File: src/design/tsrl_pkg.sv
// Shared types and constants of the timestamped sample ring logger.
package tsrl_pkg;

   // Fixed field widths.
   localparam int TIME_W   = 32;
   localparam int VALUE_W  = 12;
   localparam int PERIOD_W = 17;
   localparam int NEXT_W   = TIME_W + 1;

   // Sample period after reset, in seconds (five minutes).
   localparam logic [PERIOD_W-1:0] PERIOD_RESET = PERIOD_W'(300);

   // Transaction kinds on the request channel.
   typedef enum logic {
      OP_TICK = 1'b0,
      OP_ACK  = 1'b1
   } opcode_type;

   // Commands from the controller to the datapath.
   typedef struct packed {
      logic load;   // capture the request transaction
      logic exec;   // update schedule, ring pointers and store
   } ctrl_cmd_type;

endpackage

File: src/design/tsrl_ctrl.sv
// Controller state machine of the timestamped sample ring logger.
module tsrl_ctrl (
   input  logic                  clock,
   input  logic                  reset,
   input  logic                  req_valid,
   output logic                  req_ready,
   output logic                  rsp_valid,
   input  logic                  rsp_ready,
   output tsrl_pkg::ctrl_cmd_type cmd
);

   typedef enum logic [2:0] {
      ST_IDLE = 3'b001,
      ST_EXEC = 3'b010,
      ST_RESP = 3'b100
   } state_type;

   state_type state_ff;
   state_type state_in;

   // Next state: take a request, do the update, then hold the response.
   always_comb begin
      state_in = state_ff;
      case (state_ff)
         ST_IDLE: begin
            if (req_valid) begin
               state_in = ST_EXEC;
            end
         end
         ST_EXEC: begin
            state_in = ST_RESP;
         end
         ST_RESP: begin
            if (rsp_ready) begin
               state_in = ST_IDLE;
            end
         end
         default: begin
            state_in = ST_IDLE;
         end
      endcase
   end

   always_ff @(posedge clock) begin
      if (reset) begin
         state_ff <= ST_IDLE;
      end else begin
         state_ff <= state_in;
      end
   end

   // Handshake and datapath commands.
   assign req_ready = (state_ff == ST_IDLE);
   assign rsp_valid = (state_ff == ST_RESP);
   assign cmd.load  = (state_ff == ST_IDLE) && req_valid;
   assign cmd.exec  = (state_ff == ST_EXEC);

endmodule

File: config.mk
export PLATFORM = sky130hd
export DESIGN_NAME = tsrl_ctrl
export DESIGN_NICKNAME = d
export VERILOG_FILES = /design/src/design/tsrl_pkg.sv /design/src/design/tsrl_ctrl.sv
export SDC_FILE = /design/constraint.sdc
export NUM_CORES = 1
export LEC_CHECK = 0
export BUFFER_PORTS_ARGS = -buffer_cell sky130_fd_sc_hd__buf_2
export CORE_AREA = 3 3 40 42
export CTS_CLUSTER_DIAMETER = 40
export DETAILED_ROUTE_END_ITERATION = 7
export DIE_AREA = 0 0 43 45
export GPL_ROUTABILITY_DRIVEN = 0
export SLEW_MARGIN = 20
export SYNTH_ARGS = -nofsm -noshare
export SYNTH_HDL_FRONTEND = slang
export SYNTH_SLANG_ARGS = --single-unit
File: constraint.sdc
create_clock -name clock -period 1.75 [get_ports clock]
set_clock_uncertainty 0.05 [all_clocks]
set_input_delay 0 -clock clock [delete_from_list [all_inputs] [get_ports clock]]
set_output_delay 0 -clock clock [all_outputs]
set_load 0.02 [all_outputs]
# Yosys cells after proc, flatten, opt, wreduce, memory -nomap -nowiden
# Cells that the tools add are included.
# totals
register_bits,3
inputBits,4
output_inout_bits,4
elab_cells,11
# op_classes
n_eq_ne,5
muxes,3
reduce_logical,2
# op_table
operator,count
$pmux W3 S3,1
$mux W3,2
$eq A3 B1 Y1 const B,1
$eq A3 B2 Y1 const B,1
$eq A3 B3 Y1 const B,1
$ne A2 B1 Y1 const B,1
$ne A2 B2 Y1 const B,1
$reduce_and A2 Y1,1
$logic_and A1 B1 Y1,1

# Depth between registers and ports, before layout
# Gate-level depths: netlist of run 1.
# logic_depth
word_depth,3
depth_mapped,3

# Worst setup path before layout of run 1
# OpenSTA, ideal clock, no wires.
# synth_timing
path_type,register -> register
startpoint,register state_ff[0]
endpoint,register state_ff[0]
stages_incl_launch_ff,3
setup_ns,0.115
path_slack_ns,0.554
period_less_slack_ns,1.196
required_ns,1.585
arrival_time_ns,1.031
path_buffers,0
path_cell_list,dfxtp_1 -> or4b_1 -> a31o_1
# synth_via
elab_chain_cells,3
elab_cells_between_ends,7
# synth_rtl
element,line,text
"start, declared",tsrl_ctrl.sv:18,state_type state_ff;
"start signal, assigned",tsrl_ctrl.sv:48,state_ff <= state_in;
$eq A3 B3 Y1 / $eq A3 B1 Y1 (equally long branches),tsrl_ctrl.sv:24,case (state_ff)
$ne A2 B1 Y1 (no source line) / $ne A2 B2 Y1 (equally long branches),--,
$reduce_and A2 Y1 (no source line),--,
# Parallel ways exist; a longest one is shown, timed or not.
# A chain may end at the register's enable or synchronous reset.

==> results.tsv, run 1 <==
metric	value	unit
min_from	rsp_ready	
cts_tree	done	
fin_setup_tns	0	ns
synth_area	155	um2
wl	346	um
antenna_found_initial	0	
maxSlewViolCount	0	
synthDistinctLibCells	12	
max_stage_delay	0.48	ns
post-route-min-period	1.37	ns
ys_seq_area_frac	0.387	
hold_class	primary input to flop	
path_cells	or3b_2, inv_1, buf_2	
fin_nets	32	
fp.dieW	43	um
cts-root-to-sink-buffers	2	
synth_ff_type	dfxtp_1	
largestRegisters	state_ff x3	
rsz0062_at_grt	no	
cp.required	1.70	ns
max_freq	731	MHz
place_worst_setup_slack	0.497	ns
ys_top_cells_by_area	dfxtp_1, nor3b_1, nand4bb_1, or4b_1, a31o_1	
cts_buffers	3	
hpwl	254	um
p_leak	0.106	nW
ioPinCount	8	
drive_gt1_frac	0.407	
syn_avg_cell_area	9.70	um2
path_class	flop to output pin	
viasPerCell	3.62	
setup_violations	0	
cp_slowest_cell	or3b_2	
arrival	1.32	ns
num_antenna_cells	0	
die_area	1940	um2
cts_sinks	3	
hold_viol_final	0	
clk_latency	0.23	ns
grt_first_pass_wirelength	634	um
cts_max_level	1	
start_util	0.121	
worstRegToRegCells	2	
r2r-start	state_ff[0]	
port_buffers	7	
cp-end-kind	output pin	
first_iter_violations	1	
drc_errors	0	
r2r_setup_slack	0.50	ns
fin_crit_sh	0.782	
ys_ff_latch	3	
track_usage	0.0516	
clkSlewWorstSetupHoldPaths	0.04	ns
drtPass1Iterations	2	
fin_ws	0.381	ns
row_count	13	
wl_per_cell	8.24	um
chipHeight	45	um
cp_max_fo	7	
synth_top_area_frac	0.387	
grt_max_degree	8	
cp-start-kind	flop	
cts_setup_buffers	0	
ir_worst_vdd	0.000140	V
drv_cap	0	
async_flop_share	0	
synth.most_common_cell	dfxtp_1	
cts-root-buf	clkbuf_4	
grt_remaining_overflow	0	
top_register	state_ff	
synth_edf_count	0	
area_growth	53.2	%
status	completed	
slew_headroom	0.864	
yosysTopAreaCell	dfxtp_1	
core_area	1280	um2
critical_path_buf_inv_count	2	
reg2reg_to	state_ff[0]	
hold_path_end	state_ff[2]	
vias	152	
power.density	944	nW/um2
postRouteAntennaNets	0	
worst_pin_slew	0.203	ns
crit_family	simple AND/OR/NAND/NOR gates	
synth_nets	20	
largest_register_ffs	3	
min_path_cells	3	
ys_warn_count	0	
grt_pass1_vias	149	
syn-instance-count	16	
synth_common_cells	dfxtp_1, inv_1, nor3b_1	
==> how the worst max path moves through the flow <==
stage / startpoint / to / slack (ns) / depth (start not counted)
finish: state_ff[1] / cmd[0] / 0.38 / 3
global route: state_ff[1] / cmd[0] / 0.29 / 3
CTS: state_ff[1] / cmd[0] / 0.37 / 3
detailed placement: state_ff[0] / state_ff[0] / 0.50 / 2
global placement: state_ff[0] / state_ff[0] / 0.50 / 2
floorplan: state_ff[0] / state_ff[0] / 0.55 / 2
==> where the power goes <==
group	switching (mW)	internal [mW]	total, mW
registers	0.00495	0.0725	0.0774
clock network	0.0332	0.0853	0.118
logic	0.0150	0.0136	0.0286
total	0.0531	0.171	0.224
==> what timing repair did <==
| item | CTS | global route |
|---|---|---|
| hold endpoints to repair | 3 | 0 |
| hold buffers | 1 | 0 |
| gates resized for setup | 0 | 0 |
==> layout by cell type (no fill, tap or decap) <==
master         Yosys  routed
buf_2              0       7
clkbuf_4           0       3
dfxtp_1            3       3
inv_1              2       2
nor3b_1            2       2
or3b_2             1       1
nand4bb_1          1       1
nor2_1             1       1
nand2b_1           1       1
or3b_1             1       1
a211oi_1           1       1
or4b_1             1       1
a31o_1             1       1
clkbuf_1           0       1
dlygate4sd3_1      0       1
==> layer usage <==
metal,GRT usage,wire length [um]
met3,0.0359,43
met5,0,0
met2,0.0629,164
met4,0.0723,0
met1,0.0481,139
==> per-stage QoR <==
step	cell area, um2	power [mW]	util	std cells	hold slack, ns
floorplan	155	0.0950	-	16	0.0224
global placement	201	0.105	0.157	37	0.154
detailed placement	201	0.106	0.157	37	0.158
CTS	238	0.232	0.185	42	0.00436
global route	238	0.244	0.185	42	0.0267
finish	238	0.224	0.185	42	0.00802
==> worst reg2reg max path: stages, from the launching register on <==
cell and delay, ns:
dfxtp_1 0.34, or4b_1 0.53, a31o_1 0.23
==> final cells by class <==
class | instances | area (um2)
multi-input combinational | 10 | 80.1
clock buffer | 4 | 26.3
timing repair buffer | 8 | 45.0
sequential | 3 | 60.1
inverter | 2 | 7.51
fill | 153 | 1050
tap | 15 | 18.8
==> kinds of logic after synthesis <==
group,Yosys count,share of synthesized area
flip-flops,3,0.387
buffers and inverters,3,0.0968
AO/OA/AOI/OAI,2,0.105
AND/OR/NAND/NOR,8,0.411
Power figures use the tool's default switching activity.
==> inputs of run 2 (changes only) <==
- ABC_AREA: not set -> 1
- clock period: 1.75 -> 1.1 ns (I/O delays scaled with it)
==> results.tsv, run 2 <==
metric	value	unit	change
max_freq	939	MHz	
viasPerCell	3.38		-6.6%
crit_start	state_ff[2]		
cp.required	1.05	ns	-0.65 ns
cts_tree	done		
drv_cap	0		unchanged
grt_remaining_overflow	0		unchanged
vias	169		+11%
power	0.405	mW	+81%
cts_sinks	3		unchanged
synth_ff_type	dfxtp_1		
clk_latency	0.23	ns	about the same
status	completed		
p_leak	0.139	nW	+31%
area_growth	62.1	%	
cp_max_fo	5		-2
antenna_found_initial	0		unchanged
synth_top_area_frac	0.387		unchanged
worst_pin_slew	0.151	ns	-0.0513 ns
hpwl	245	um	-3.6%
fp.dieW	43	um	unchanged
seq_area	61.3	um2	+2.1%
ir_worst_vdd	0.000493	V	+250%
cp-start-kind	flop		
start_util	0.121		unchanged
largest_register_ffs	3		unchanged
synth_top_family_by_area	simple AND/OR/NAND/NOR gates		
post-route-min-period	1.07	ns	
chipHeight	45	um	unchanged
synth_area	155	um2	unchanged
min_from	rsp_ready		
synthDistinctLibCells	11		-1
crit_family	flip-flops		
synth_nets	27		+35%
syn-instance-count	23		+7
yosysTopAreaCell	dfxtp_1		
ys_seq_area_frac	0.387		unchanged
ioPinCount	8		unchanged
path_class	flop to output pin		
drive_gt1_frac	0.400		-0.00741
arrival	1.02	ns	-0.30 ns
port_buffers	7		unchanged
path_cells	inv_1, nand3_2, nor2_1, buf_4		
synth_common_cells	inv_1, dfxtp_1, nand3_1, nor2_1, nor3_1		
syn_avg_cell_area	6.75	um2	-30%
fin_area	251	um2	+5.8%
power.density	1610	nW/um2	+71%
synth_fa_ha_area_frac	0		unchanged
synth-simple-area-share	0.363		-0.0484
fin_crit_sh	0.968		
grt_pass1_vias	181		+21%
multi_input_area	61.3	um2	-23%
place_area	201	um2	unchanged
core_area	1280	um2	unchanged
cts_buffers	3		unchanged
cts_max_level	1		unchanged
cp-end-kind	output pin		
ys_warn_count	0		unchanged
maxSlewViolCount	0		unchanged
rsz0062_at_grt	yes		
hold_class	primary input to flop		
postRouteAntennaNets	0		unchanged
drtPass1Iterations	2		unchanged
synth-xor-area-share	0		unchanged
track_usage	0.0491		-0.00250
critical_path_buf_inv_count	2		unchanged
die_area	1940	um2	unchanged
drc_errors	0		unchanged
fin_nets	40		+25%
muxShareOfSynthArea	0		unchanged
num_antenna_cells	0		unchanged
grt_max_degree	6		-2
largestRegisters	state_ff x3		
r2r-start	state_ff[1]		
synth.most_common_cell	inv_1		
async_flop_share	0		unchanged
wl_per_cell	7.38	um	-10%
synth_edf_count	0		unchanged
cp_slowest_cell	dfxtp_1		
setup_violations	0		unchanged
max_stage_delay	0.30	ns	-0.18 ns
clkSlewWorstSetupHoldPaths	0.04	ns	about the same
grt_first_pass_wirelength	634	um	unchanged
wl	369	um	+6.6%
layout_common_cells	inv_1, buf_2, nand3_1, nor2_1, clkbuf_4		
cts-root-buf	clkbuf_4		
fillCellCount	143		-6.5%
cts-root-to-sink-buffers	2		unchanged
slew_headroom	0.898		+0.0342
synth_compound_area_frac	0.0323		-0.0726
top_register	state_ff		
first_iter_violations	4		+3
ys_ff_latch	3		unchanged
hold_viol_final	0		unchanged
row_count	13		unchanged
ys_top_cells_by_area	dfxtp_1, inv_1, nand3_1, nor2_1, nand3_2		
-- run 2: cell types whose count changed in the layout (fill, tap and decap cells not counted), moves of 2 or more --
| cell | delta |
|---|---|
| inv_1 | +4 |
| nand3_1 | +3 |
| nor2_1 | +2 |
| nor3_1 | +2 |
| nor3b_1 | -2 |
-- run 2: final cells by class --
cell class,instances,share of cell area
Sequential cell,3,0.244
Timing Repair Buffer,9,0.229
Clock buffer,4,0.104
Inverter,7,0.104
Multi-Input combinational cell,12,0.244
Tap cell,15,0.0746
-- run 2: metal layers --
| metal | part of all wire | vias up | global-route usage | routed length (um) |
|---|---|---|---|---|
| met2 | 0.40 | 9 | 0.0659 | 149 |
| met1 | 0.43 | 66 | 0.0409 | 158 |
| met4 | 0.033 | 0 | 0.0542 | 12 |
| met5 | 0 | - | 0 | 0 |
| li1 | - | 92 | - | - |
| met3 | 0.13 | 2 | 0.0438 | 48 |
-- run 2: what timing repair did --
item | in CTS | in global routing
endpoints found under the hold margin | 3 | 0
setup buffers | 0 | 0
setup endpoints to repair | 0 | 4
hold buffers | 2 | 0
gates resized for setup | 0 | 2
-- run 2: worst paths after layout --
path | slack, ns | depth (start not counted) | endpoint
worst min-delay path | 0.01 | 4 | state_ff[2]
worst min register to register | 0.45 | 2 | state_ff[2]
worst max-delay path | 0.03 | 4 | cmd[1]
worst max register to register | 0.23 | 5 | state_ff[0]
-- run 2: cell families after synthesis --
| kind of cell | Yosys count |
|---|---|
| and+or+nand+nor | 11 |
| buffers and inverters | 8 |
| DFF | 3 |
| AOI/OAI and AO/OA | 1 |
-- run 2: worst min-delay path, stage by stage --
cell     delay [ns]
buf_2          0.07
inv_1          0.03
nand3_1        0.09
a21oi_1        0.06
-- run 2: power by group --
group,internal (mW),switching [mW]
sequential,0.119,0.00857
clock,0.136,0.0600
combinational,0.0344,0.0472
total,0.289,0.116
-- run 2: through the flow --
stage                     std cells  setup slack [ns]  utilization  hold slack [ns]  TNS [ns]
after detailed placement         44             0.246        0.157            0.149         0
after global placement           44             0.248        0.157            0.143         0
after global routing             50           -0.0341        0.196           0.0360   -0.0682
after CTS                        50           0.00532        0.193           0.0139         0
after floorplan                  23             0.218            -           0.0191         0
final                            50            0.0347        0.196           0.0142         0
